### src/hdl/hmng_pkg.sv
`timescale 1ns / 1ps
`default_nettype none
// ----------------------------------------------------------------------------
// hmng_pkg
// Types and constants shared by the heightmap normal generator modules.
// ----------------------------------------------------------------------------
package hmng_pkg;

  typedef struct packed {
    logic       cmd;
    logic [7:0] red;
    logic [7:0] green;
    logic [7:0] blue;
  } hmng_in_t;

  typedef struct packed {
    logic        [9:0]  column;
    logic        [9:0]  row;
    logic        [19:0] vertex_height;
    logic signed [15:0] normal_x;
    logic signed [15:0] normal_y;
    logic signed [15:0] normal_z;
    logic               final_vertex;
  } hmng_out_t;

  localparam logic CMD_PIXEL = 1'b0;
  localparam logic CMD_DRAIN = 1'b1;

  localparam logic [1:0] REG_MAP_WIDTH  = 2'd0;
  localparam logic [1:0] REG_MAP_HEIGHT = 2'd1;
  localparam logic [1:0] REG_MAX_HEIGHT = 2'd2;

  localparam logic [19:0] HEIGHT_MAX = 20'hFFFFF;
  localparam logic [14:0] NORMAL_ONE = 15'd16384;
  localparam logic [20:0] NY_MAG     = 21'd512;
  localparam logic [10:0] HEIGHT_CAP = 11'd1024;

  localparam int DIV_NUM_W  = 45;
  localparam int DIV_DEN_W  = 31;
  localparam int SQRT_IN_W  = 62;
  localparam int SQRT_OUT_W = 31;

endpackage
`default_nettype wire

### src/hdl/hmng_div.sv
`timescale 1ns / 1ps
`default_nettype none
// ----------------------------------------------------------------------------
// hmng_div
// Restoring divider, one quotient bit per cycle.
// ----------------------------------------------------------------------------
module hmng_div (
  input  logic                            clk,
  input  logic                            rst_n,
  input  logic                            start,
  input  logic [hmng_pkg::DIV_NUM_W-1:0]  num,
  input  logic [hmng_pkg::DIV_DEN_W-1:0]  den,
  output logic                            done,
  output logic [hmng_pkg::DIV_NUM_W-1:0]  quot,
  output logic [hmng_pkg::DIV_DEN_W-1:0]  rem
);
  import hmng_pkg::*;

  localparam int CW = $clog2(DIV_NUM_W + 1);

  logic                 busy_r;
  logic                 done_r;
  logic [CW-1:0]        cnt_r;
  logic [DIV_NUM_W-1:0] q_r;
  logic [DIV_DEN_W-1:0] rem_r;
  logic [DIV_DEN_W-1:0] den_r;

  logic [DIV_DEN_W:0]   rs;
  logic [DIV_DEN_W:0]   rdiff;
  logic                 ge;

  assign rs    = {rem_r, q_r[DIV_NUM_W-1]};
  assign ge    = rs >= {1'b0, den_r};
  assign rdiff = rs - {1'b0, den_r};

  always_ff @(posedge clk) begin
    if (!rst_n) begin
      busy_r <= 1'b0;
      done_r <= 1'b0;
      cnt_r  <= '0;
    end else begin
      done_r <= 1'b0;
      if (start) begin
        busy_r <= 1'b1;
        cnt_r  <= CW'(DIV_NUM_W);
      end else if (busy_r) begin
        cnt_r <= cnt_r - CW'(1);
        if (cnt_r == CW'(1)) begin
          busy_r <= 1'b0;
          done_r <= 1'b1;
        end
      end
    end
  end

  always_ff @(posedge clk) begin
    if (start) begin
      q_r   <= num;
      rem_r <= '0;
      den_r <= den;
    end else if (busy_r) begin
      q_r   <= {q_r[DIV_NUM_W-2:0], ge};
      rem_r <= ge ? rdiff[DIV_DEN_W-1:0] : rs[DIV_DEN_W-1:0];
    end
  end

  assign done = done_r;
  assign quot = q_r;
  assign rem  = rem_r;

endmodule
`default_nettype wire

### config.mk
export PLATFORM = sky130hd
export DESIGN_NAME = hmng_div
export DESIGN_NICKNAME = d
export VERILOG_FILES = /design/src/hdl/hmng_pkg.sv /design/src/hdl/hmng_div.sv
export SDC_FILE = /design/constraint.sdc
export NUM_CORES = 1
export LEC_CHECK = 0
export BUFFER_PORTS_ARGS = -buffer_cell sky130_fd_sc_hd__buf_4
export CORE_MARGIN = 1
export CORE_UTILIZATION = 58
export DETAILED_ROUTE_END_ITERATION = 6
export PLACE_DENSITY = 0.85
export SETUP_SLACK_MARGIN = 0.2
export SLEW_MARGIN = 5
export SYNTH_ARGS = -nofsm -noshare
export SYNTH_HDL_FRONTEND = slang
export SYNTH_SLANG_ARGS = --single-unit
### constraint.sdc
create_clock -name clk -period 8.45 [get_ports clk]
set_input_delay 0 -clock clk [delete_from_list [all_inputs] [get_ports clk]]
set_output_delay 0 -clock clk [all_outputs]
set_load 0.03 [all_outputs]
==> flow_metrics.env <==
export IMPL_synthSimpleGateAreaFrac=0.113
export IMPL_first_pass_iters=6
export IMPL_grt_use_total=0.364
export IMPL_placed_cell_area_mm2=0.00767
export IMPL_num_rows=38
export IMPL_syn_area_mm2=0.00645
export IMPL_grt_pass1_vias=6023
export IMPL_place_congestion=0.936
export IMPL_critPathMaxFanout=25
export IMPL_final_util=0.831
export IMPL_grt_overflow=0
export IMPL_ys_top_cells_by_count="edfxtp_1 (76), nand2_1 (52), mux2_2 (48)"
export IMPL_drive_above_1_share=0.308
export IMPL_antenna_left=0
export IMPL_wl_per_cell_um=20.8
export IMPL_yosys_warnings=0
export IMPL_synth_compound_area_frac=0.160
export IMPL_hold_class="in -> reg"
export IMPL_critical_path_top_delay_family="simple AND/OR/NAND/NOR gates"
export IMPL_synth_top_family_by_area="compound AO/OA/AOI/OAI gates"
export IMPL_drc=0
export IMPL_rsz0062_at_grt="false"
export IMPL_grt_antenna_before_repair=0
export IMPL_fin_setup_tns_ns=0
export IMPL_ys_dominant_reg_cell="edfxtp_1"
export IMPL_critPathSlowestCell="or2_1"
export IMPL_crit_required_ns=8.89
export IMPL_cts_path_max_buffers=2
export IMPL_postSynthCellCount=601
export IMPL_clkTransAtPathRegs_ns=0.06
export IMPL_slew_headroom=0.204
export IMPL_design_area_mm2=0.00901
export IMPL_crit_chain="inv_1, ha_1, fa_1, nand2b_1, a21o_1, a211oi_2, o21a_2, o211a_4, or2_1, nand2_1, a311oi_2"
export IMPL_coreArea_mm2=0.0108
export IMPL_syn_avg_cell_area_um2=10.7
export IMPL_postCtsSetupBuffers=0
export IMPL_async_reset_ff_frac=0
export IMPL_multi_input_area_mm2=0.00308
export IMPL_muxShareOfSynthArea=0.0961
export IMPL_cts_sinks=115
export IMPL_vias=5980
export IMPL_regArea_mm2=0.00306
export IMPL_setup_viol=0
export IMPL_routed_wirelength_um=20400
export IMPL_timing_fmax_mhz=258
export IMPL_dieWidth_um=107
export IMPL_vdd_drop_max_v=0.000185
export IMPL_portBuffers=155
export IMPL_hold_viol=0
export IMPL_numCtsBuffers=17
export IMPL_synth_edf_count=76
export IMPL_synth_fa_ha_area_frac=0.0671
export IMPL_synth_top_area_frac=0.354
export IMPL_critPathCaptureType="flip-flop"
export IMPL_ios=156
export IMPL_grt_pass1_wl_um=31400
export IMPL_synth_cell_types=64
export IMPL_cts_tree="done"
export IMPL_area_delta_synth_final_pct=39.6
export IMPL_drt_iter0_drc=683
export IMPL_worstPathArrival_ns=4.32
export IMPL_diodes=0
export IMPL_syn_nets=714
export IMPL_via_per_inst=6.08
export IMPL_fin_crit_sh=0.459
export IMPL_cp_start_kind="flip-flop"
export IMPL_leakage_nw=3.84
export IMPL_synth_area_leaders="edfxtp_1 (35%), dfxtp_1 (12%), mux2_2 (8.4%)"
export IMPL_layout_nets=943
export IMPL_worst_slew_pin_slew_ns=1.19
export IMPL_max_cap_viol_count=0
export IMPL_die_area_mm2=0.0116
export IMPL_dieHeight_um=107
export IMPL_critical_path_class="reg -> reg"
export IMPL_synth_xor_area_frac=0.0407
export IMPL_finClkSkew_ns=0.0104
export IMPL_maxSlewViolCount=0
export IMPL_outcome="finished, final reports clean"
export IMPL_yosysSeqAreaShare=0.475
export IMPL_p_total_mw=1.86
export IMPL_htreeDepth=4
export IMPL_dp_hpwl_um=11500
export IMPL_slowest_delay_ns=0.91
export IMPL_power_density_mw_per_mm2=206
export IMPL_yosys_area_top_type="edfxtp_1"
export IMPL_yosysMostFrequentCell="edfxtp_1"
export IMPL_ff2ff_setup_slack_ns=4.57
export IMPL_start_util=0.595
export IMPL_worst_path_buf_inv=1
export IMPL_finalCriticalPeriod_ns=3.88
export IMPL_clk_latency_ns=0.54
export IMPL_cts_root_buf="clkbuf_8"
export IMPL_ys_seq_elements=115
export IMPL_fillers=521
export IMPL_grt_max_degree=69
[layer usage]
layer / part of all wire / vias to the layer above / global-route usage
li1: - / 2664 / -
met1: 0.38 / 2844 / 0.424
met2: 0.50 / 395 / 0.633
met3: 0.082 / 77 / 0.0938
met4: 0.034 / 0 / 0.153
met5: 0 / - / 0
[report_power, final]
group	switching [mW]	leakage, nW	internal [mW]	total (mW)
Clock	0.274	0.256	0.405	0.679
Sequential	0.0406	1.08	0.659	0.700
Combinational	0.278	2.51	0.205	0.482
Total	0.592	3.84	1.27	1.86
[cells in the final DEF, fill, tap and decap left out, drive strengths merged, types with 4 or more instances in the layout]
cell,n
nand2,53
nand3,5
clkinv,4
edfxtp,76
a32oi,5
a31oi,4
inv,44
buf,159
and3,6
a21o,14
and2,5
mux2,48
nor4,4
dfxtp,39
clkinvlp,6
or2,6
o21a,5
mux2i,8
nand4,7
xnor2,21
ha,33
o21ai,32
a21oi,32
nand2b,9
a311oi,16
nor2,40
nor2b,4
a211oi,6
nor3,7
a21boi,5
o211ai,7
clkbuf,20
xor2,9
dlygate4sd3,79
[path summary, 6_finish.rpt]
kind	from	endpoint	cells past startpoint
min	den[25]	den_r[25]$_DFFE_PP_	2
max reg2reg	quot[44]$_DFFE_PP_	rem[3]$_SDFFE_PP0P_	11
max	quot[44]$_DFFE_PP_	rem[3]$_SDFFE_PP0P_	11
min reg2reg	cnt_r[1]$_SDFFE_PP0P_	cnt_r[1]$_SDFFE_PP0P_	2
[final cells by class]
class / instances / share of cell area
repair buffers: 238 / 0.220
well taps: 140 / 0.0194
clock buffers: 20 / 0.0494
multi-input cells: 415 / 0.341
flip-flops and latches: 115 / 0.340
clock inverters: 12 / 0.0119
inverters: 43 / 0.0179
[metrics by stage]
stage / setup slack (ns) / hold slack, ns / cells
final: 4.57 / 0.174 / 983
after detailed placement: 4.79 / 0.179 / 872
after global routing: 4.42 / 0.170 / 983
after floorplan: 5.53 / 0.0989 / 601
after global placement: 4.93 / 0.178 / 872
after CTS: 4.67 / 0.163 / 983
[logic make-up after synthesis]
kind of cell	Yosys count
muxes	56
xor gates and xnor gates	30
and+or+nand+nor	153
AOI/OAI and AO/OA	142
DFF	115
buffers and inverters	71
adders and majority gates	34
[worst reg2reg max path, stage by stage (launching register included)]
cell and delay, ns:
edfxtp_1 0.39, inv_1 0.10, ha_1 0.25, fa_1 0.43, nand2b_1 0.20, a21o_1 0.22, a211oi_2 0.28, o21a_2 0.24
o211a_4 0.22, or2_1 0.91, nand2_1 0.20, a311oi_2 0.33
[state kept, by name (all words and copies together) (netlist names)]
signal / cells
busy_r: 1
cnt_r: 6
den_r: 31
done: 1
quot: 45
rem: 31
[what timing repair did]
action | in CTS | in global routing
resized for setup | 0 | 0
hold endpoints to repair | 110 | 0
hold buffers | 79 | 0
No activity file was read; power rests on OpenSTA's default activity.
