## src/hdl/hmng_pkg.sv

```systemverilog
`timescale 1ns / 1ps
`default_nettype none
// ----------------------------------------------------------------------------
// hmng_pkg
// Types and constants shared by the heightmap normal generator modules.
// ----------------------------------------------------------------------------
package hmng_pkg;

  typedef struct packed {
    logic       cmd;
    logic [7:0] red;
    logic [7:0] green;
    logic [7:0] blue;
  } hmng_in_t;

  typedef struct packed {
    logic        [9:0]  column;
    logic        [9:0]  row;
    logic        [19:0] vertex_height;
    logic signed [15:0] normal_x;
    logic signed [15:0] normal_y;
    logic signed [15:0] normal_z;
    logic               final_vertex;
  } hmng_out_t;

  localparam logic CMD_PIXEL = 1'b0;
  localparam logic CMD_DRAIN = 1'b1;

  localparam logic [1:0] REG_MAP_WIDTH  = 2'd0;
  localparam logic [1:0] REG_MAP_HEIGHT = 2'd1;
  localparam logic [1:0] REG_MAX_HEIGHT = 2'd2;

  localparam logic [19:0] HEIGHT_MAX = 20'hFFFFF;
  localparam logic [14:0] NORMAL_ONE = 15'd16384;
  localparam logic [20:0] NY_MAG     = 21'd512;
  localparam logic [10:0] HEIGHT_CAP = 11'd1024;

  localparam int DIV_NUM_W  = 45;
  localparam int DIV_DEN_W  = 31;
  localparam int SQRT_IN_W  = 62;
  localparam int SQRT_OUT_W = 31;

endpackage
`default_nettype wire

```

## src/hdl/hmng_isqrt.sv

```systemverilog
`timescale 1ns / 1ps
`default_nettype none
// ----------------------------------------------------------------------------
// hmng_isqrt
// Integer square root, floor(sqrt(n)), two radicand bits per cycle.
// ----------------------------------------------------------------------------
module hmng_isqrt (
  input  logic                             clk,
  input  logic                             rst_n,
  input  logic                             start,
  input  logic [hmng_pkg::SQRT_IN_W-1:0]   n,
  output logic                             done,
  output logic [hmng_pkg::SQRT_OUT_W-1:0]  root
);
  import hmng_pkg::*;

  localparam int CW = $clog2(SQRT_OUT_W + 1);
  localparam int RW = SQRT_OUT_W + 2;

  logic                  busy_r;
  logic                  done_r;
  logic [CW-1:0]         cnt_r;
  logic [SQRT_IN_W-1:0]  n_r;
  logic [RW-1:0]         rem_r;
  logic [SQRT_OUT_W-1:0] root_r;

  logic [RW+1:0]         rs;
  logic [RW+1:0]         trial;
  logic [RW+1:0]         rdiff;
  logic                  ge;

  assign rs    = {rem_r, n_r[SQRT_IN_W-1 -: 2]};
  assign trial = {2'b00, root_r, 2'b01};
  assign ge    = rs >= trial;
  assign rdiff = rs - trial;

  always_ff @(posedge clk) begin
    if (!rst_n) begin
      busy_r <= 1'b0;
      done_r <= 1'b0;
      cnt_r  <= '0;
    end else begin
      done_r <= 1'b0;
      if (start) begin
        busy_r <= 1'b1;
        cnt_r  <= CW'(SQRT_OUT_W);
      end else if (busy_r) begin
        cnt_r <= cnt_r - CW'(1);
        if (cnt_r == CW'(1)) begin
          busy_r <= 1'b0;
          done_r <= 1'b1;
        end
      end
    end
  end

  always_ff @(posedge clk) begin
    if (start) begin
      n_r    <= n;
      rem_r  <= '0;
      root_r <= '0;
    end else if (busy_r) begin
      n_r    <= {n_r[SQRT_IN_W-3:0], 2'b00};
      rem_r  <= ge ? rdiff[RW-1:0] : rs[RW-1:0];
      root_r <= {root_r[SQRT_OUT_W-2:0], ge};
    end
  end

  assign done = done_r;
  assign root = root_r;

endmodule
`default_nettype wire

```

## config.mk

```make
export PLATFORM = sky130hd
export DESIGN_NAME = hmng_isqrt
export DESIGN_NICKNAME = d
export VERILOG_FILES = /design/src/hdl/hmng_pkg.sv /design/src/hdl/hmng_isqrt.sv
export SDC_FILE = /design/constraint.sdc
export NUM_CORES = 1
export LEC_CHECK = 0
export BUFFER_PORTS_ARGS = -buffer_cell sky130_fd_sc_hd__buf_2
export CAP_MARGIN = 40
export CORE_MARGIN = 2
export CORE_UTILIZATION = 43
export CTS_BUF_LIST = sky130_fd_sc_hd__clkbuf_4 sky130_fd_sc_hd__clkbuf_8
export DETAILED_ROUTE_END_ITERATION = 10
export GPL_ROUTABILITY_DRIVEN = 1
export MAX_ROUTING_LAYER = met4
export SETUP_SLACK_MARGIN = 0.4
export SLEW_MARGIN = 20
export SYNTH_ARGS = -nofsm -noshare
export SYNTH_HDL_FRONTEND = slang
export SYNTH_SLANG_ARGS = --single-unit
export TNS_END_PERCENT = 100
```

## constraint.sdc

```tcl
create_clock -name clk -period 3.4 [get_ports clk]
set_clock_uncertainty 0.2 [all_clocks]
set_input_delay 0.34 -clock clk [delete_from_list [all_inputs] [get_ports clk]]
set_output_delay 0.34 -clock clk [all_outputs]
set_load 0.02 [all_outputs]
```

==> results of run 1 <==
[power by group]
group	switching (mW)	internal (mW)	leakage (nW)
clock network	0.760	0.614	0.200
logic	1.23	1.18	2.31
registers	0.103	1.86	1.21
[what timing repair did]
action	CTS	global route
gates resized for setup	3	38
setup endpoints to repair	13	32
hold endpoints to repair	68	0
cloned	0	0
hold buffers	63	0
buffers inserted	0	3
pin swaps	0	5
[cell type report]
class,instances,area [µm²]
fill,1457,7420
multi-input combinational,479,3710
sequential,133,3290
timing repair buffer,171,1250
tap,220,275
clock buffer,17,234
inverter,49,184
clock inverter,15,159
[kinds of logic (layout without fill, tap and decap cells)]
family	count (synthesis)	in the layout	share of synthesized area, %
DFF	133	133	45.3
adders and majority gates	35	35	6.04
muxes	119	119	17.5
xor gates and xnor gates	33	33	3.99
and+or+nand+nor	164	164	10.1
buffers and inverters	83	252	4.99
AOI/OAI and AO/OA	128	128	12.0
[routing by layer]
layer	up-vias	track usage [%]	share of wire [%]
li1	2801	-	-
met2	146	31.1	48
met3	18	5.03	4.8
met1	2669	24.4	46
met4	0	6.21	1.3
met5	-	-	0
[metrics by stage]
step | setup slack [ps] | util [%] | power, mW | instances | instance area (µm²)
after floorplan | 520 | - | 3.81 | 695 | 7240
after global placement | 376 | 47.8 | 4.15 | 985 | 7900
after detailed placement | 310 | 47.8 | 4.18 | 985 | 7900
after CTS | 401 | 54.1 | 5.62 | 1080 | 8930
after global routing | 390 | 55.1 | 6.10 | 1084 | 9100
final | 534 | 55.1 | 5.74 | 1084 | 9100
[worst paths after layout]
path / startpoint / slack [ps] / end
worst min-delay path: start / 50 / n_r[61]
worst max-delay path: root[20] / 530 / rem_r[29]
worst max register to register: root[20] / 530 / rem_r[29]
worst min register to register: rem_r[26] / 290 / rem_r[26]
[placed cells by master, fill, tap and decap left out, types with 4 or more instances in the layout]
cell type	instances
buf_4	10
dfxtp_1	66
a211oi_1	21
buf_2	95
a21oi_1	31
o21bai_1	4
clkbuf_8	17
o21ai_0	15
xor2_1	8
inv_1	48
nor3_1	11
nor2_1	87
o21ai_2	5
nand4_1	10
ha_1	19
edfxtp_1	62
ha_2	14
nand3_1	6
xnor2_1	25
dfxtp_2	4
inv_6	6
nand2_1	26
mux2_2	60
dlygate4sd3_1	63
mux2i_1	57
o21a_1	7
o21ai_1	9
inv_8	5
a21o_1	10
[cells in the mapped netlist, types with 4 or more instances]
cell type  instances
xor2_1             8
o21ai_1            7
nor3_1            11
inv_1             49
dfxtp_1           71
o21ai_0           19
nor2_1            90
a21oi_1           33
a211oi_1          21
o21a_1             7
nand2_1           26
nand4_1           10
mux2_2            60
ha_1              35
xnor2_1           25
nand3_1            7
mux2i_1           58
a21o_1            10
o21bai_1           4
buf_2              5
clkbuf_1          24
edfxtp_1          62
[tightest hold or removal path, delay by kind of cell]
family / cells / cell delay, ps
buf+inv: 2 / 190
simple gates: 1 / 60
[sequential cells by signal, summed over array words and instances (netlist names)]
signal / flops
busy_r: 1
cnt_r: 5
done: 1
n_r: 62
rem_r: 33
root: 31
==> flow_summary.json, run 1 <==
{
  "outcome": "finished clean",
  "gp_congestion": 0.904,
  "required_ps": 3580,
  "endpoint_kind": "flop",
  "syn_area_um2": 7240,
  "placementRows": 47,
  "clk_pin_slew_ps": 90,
  "postSynth.asyncResetShare_pct": 0,
  "holdWs_ps": 51.7,
  "finalSetupTns_ps": 0,
  "crit_chain": "inv_1, ha_2, nand4_1, nor2_1, a2111oi_4, o21ai_2, o21ai_2, nand4_2, nand2_4, buf_12, a311o_1, a311oi_2",
  "tightest_slew_ps": 760,
  "path_class": "reg2reg",
  "initial_utilization_pct": 43.8,
  "die_y_um": 134,
  "hold_path_depth": 3,
  "ir_worst_vdd_mv": 0.393,
  "core_um2": 16500,
  "drv_slew": 0,
  "drc": 0,
  "io_buffers": 96,
  "synth_cells": 695,
  "die-area_um2": 17900,
  "first_iter_violations": 243,
  "rr_worst_depth": 12,
  "wirelength_um": 16500,
  "setup_viol": 0,
  "synthFlopType": "dfxtp_1",
  "drtAntennaViolNets": 0,
  "startpoint_type": "flop",
  "leakagePower_nw": 3.71,
  "critPathTopFamily": "compound AO/OA/AOI/OAI gates",
  "finalHoldViolCount": 0,
  "drt-vias-per-instance": 5.20,
  "cp.arrival_ps": 3050,
  "drive_above_1_share_pct": 28.4,
  "cts.sinks": 133,
  "crit_top_cell": "o21ai_2",
  "hold_class": "in2reg",
  "max_stage_delay_ps": 410,
  "slew_headroom_pct": 49.3,
  "grt_pass1_vias": 5662,
  "clock_path_buffers": 2,
  "synth_edf_count": 62,
  "rsz0062_at_grt": "false",
  "path_max_fanout": 16,
  "crit_buf_inv": 2,
  "yosysTopAreaCell": "edfxtp_1",
  "max_freq_mhz": 349,
  "power.density_nw_per_um2": 631,
  "finalCritPeriodShare_pct": 84.3,
  "yosys-top-cells-area": "edfxtp_1 26%, dfxtp_1 20%, mux2_2 9.3%",
  "fin_nets": 951,
  "yosysWarnings": 0,
  "drt_first_pass_iters": 6,
  "antenna_cells": 0,
  "grt.overflow.total": 0,
  "grt_pass1_wl_um": 27200,
  "syn_nets": 795,
  "grt_max_degree": 73,
  "die_w_um": 134,
  "numCtsBuffers": 17,
  "maxCapViolations": 0,
  "cts_tree": "done",
  "area_delta_synth_final_pct": 25.6,
  "ys_ff_latch": 133,
  "ys_seq_area_share_pct": 45.3,
  "dr_total_vias": 5634,
  "yosysTopAreaCellShare_pct": 25.7,
  "antenna_found_initial": 0,
  "grt_usage_pct": 19.5,
  "hpwl_um": 10900,
  "num_io_pins": 97,
  "synth.avg_cell_area_um2": 10.4,
  "cts-htree-levels": 4,
  "slowest_stage": "ha_2",
  "cts_root_buffer": "clkbuf_8",
  "period_needed_ps": 2870,
  "wl_per_cell_um": 15.2,
  "synth_cell_types": 58,
  "path_depth": 12,
  "clk_latency_ps": 460
}
(Power assumes the default switching activity.)
==> run 2, diff against run 1 <==
clock period = 2.85 ns   (was 3.4 ns; I/O delays follow)
==> flow_summary.json, run 2 (synthesized netlist as in run 1, its figures left out) <==
{
  "first_iter_violations": 268,
  "layout_commonest_cell": "buf_2",
  "max_freq_mhz": 363,
  "combPwrFrac_pct": 49.7,
  "setup_ws_ps": 94.0,
  "startpoint_type": "flop",
  "final_util_pct": 61.5,
  "grt_pass1_vias": 6318,
  "switching_share_pct": 35.5,
  "placementRows": 47,
  "rsz0062_at_grt": "true",
  "cts-htree-levels": 4,
  "largest_reg_flops": 62,
  "p_int_mw": 5.09,
  "wirelength_um": 18200,
  "setup_viol": 0,
  "clk_latency_ps": 450,
  "die_w_um": 134,
  "regMostFlops": "n_r",
  "place_area_um2": 8310,
  "place_ws_ps": 22.1,
  "drv_slew": 0,
  "die-area_um2": 17900,
  "hpwl_um": 11600,
  "n_fill_cell": 1348,
  "antenna_cells": 0,
  "clk_pin_slew_ps": 90,
  "finalCritPeriodShare_pct": 96.7,
  "path_max_fanout": 6,
  "path_class": "reg2reg",
  "finalHoldViolCount": 0,
  "slew_headroom_pct": 47.6,
  "seqPwrFrac_pct": 30.0,
  "maxCapViolations": 0,
  "grt.overflow.total": 0,
  "final_area_um2": 10200,
  "drc": 0,
  "die_y_um": 134,
  "dr_total_vias": 6013,
  "dp_cells": 995,
  "wl_per_cell_um": 15.8,
  "drive_above_1_share_pct": 41.1,
  "grt_pass1_wl_um": 30000,
  "power_frac_clock_pct": 20.4,
  "grt_max_degree": 63,
  "outcome": "finished clean",
  "cts_tree": "done",
  "hold_class": "reg2reg",
  "fin_nets": 1021,
  "cts.sinks": 133,
  "finalPower_mw": 7.90,
  "cp.arrival_ps": 2930,
  "gp_congestion": 0.903,
  "drtAntennaViolNets": 0,
  "io_buffers": 96,
  "fin_cells": 1154,
  "initial_utilization_pct": 43.8,
  "power.density_nw_per_um2": 778,
  "cts_root_buffer": "clkbuf_8",
  "drt_first_pass_iters": 5,
  "holdWs_ps": 275,
  "grt_usage_pct": 21.4,
  "finalSetupTns_ps": 0,
  "numCtsBuffers": 17,
  "area_delta_synth_final_pct": 40.2,
  "switchingPower_mw": 2.81,
  "ir_worst_vdd_mv": 0.415,
  "drt-vias-per-instance": 5.21,
  "mostFrequentLayoutCells": "95 x buf_2, 85 x nor2_1, 67 x buf_4",
  "antenna_found_initial": 0,
  "endpoint_kind": "flop",
  "required_ps": 3020,
  "core_um2": 16500,
  "leakagePower_nw": 4.15,
  "clock_path_buffers": 2,
  "num_io_pins": 97,
  "period_needed_ps": 2760,
  "tightest_slew_ps": 786
}
## run 2: timing repair
| item | CTS | global route |
|---|---|---|
| pin swaps | 38 | 9 |
| gates cloned | 2 | 1 |
| endpoints found under the setup margin | 33 | 34 |
| buffers inserted | 53 | 6 |
| hold buffers | 65 | 0 |
| resized for setup | 56 | 11 |
| endpoints found under the hold margin | 72 | 0 |
## run 2: layer usage
| layer | track usage (%) | wire (µm) | vias to the layer above |
|---|---|---|---|
| li1 | - | - | 2948 |
| met1 | 25.8 | 8200 | 2897 |
| met2 | 36.7 | 9180 | 152 |
| met3 | 4.20 | 639 | 16 |
| met4 | 5.85 | 186 | 0 |
| met5 | - | 0 | - |
## run 2: cell type report
| class | count | area [µm²] | share of cell area (%) |
|---|---|---|---|
| well taps | 220 | 275 | 2.71 |
| repair buffers | 240 | 1850 | 18.2 |
| clock buffers | 17 | 234 | 2.30 |
| inverters | 49 | 193 | 1.90 |
| clock inverters | 15 | 166 | 1.64 |
| flip-flops and latches | 133 | 3360 | 33.0 |
| multi-input cells | 480 | 4080 | 40.2 |
## run 2: power groups by stage
stage               Clock [mW]  Sequential [mW]  Combinational [mW]
floorplan                    0             2.36                2.35
global placement             0             2.39                2.88
detailed placement           0             2.39                2.91
CTS                       1.65             2.36                3.61
global route              1.72             2.39                4.24
finish                    1.61             2.37                3.93
## run 2: final timing paths
| kind | start | end | slack [ps] | depth (start not counted) |
|---|---|---|---|---|
| hold reg to reg | rem_r[5] | rem_r[5] | 270 | 2 |
| setup reg to reg | root[21] | rem_r[29] | 90 | 12 |
| setup / recovery | root[21] | rem_r[29] | 90 | 12 |
| hold / removal | rem_r[5] | rem_r[5] | 270 | 2 |
## run 2: worst max-delay path, cell delays in order (launching register included)
cell and delay (ps):
dfxtp_4 360, inv_4 40, ha_4 260, a21oi_4 170, nand2_2 90, a2111oi_4 320, o21ai_2 110, buf_4 150
o21a_1 210, o21ai_2 190, a21oi_2 80, a311o_1 280, a311oi_2 220
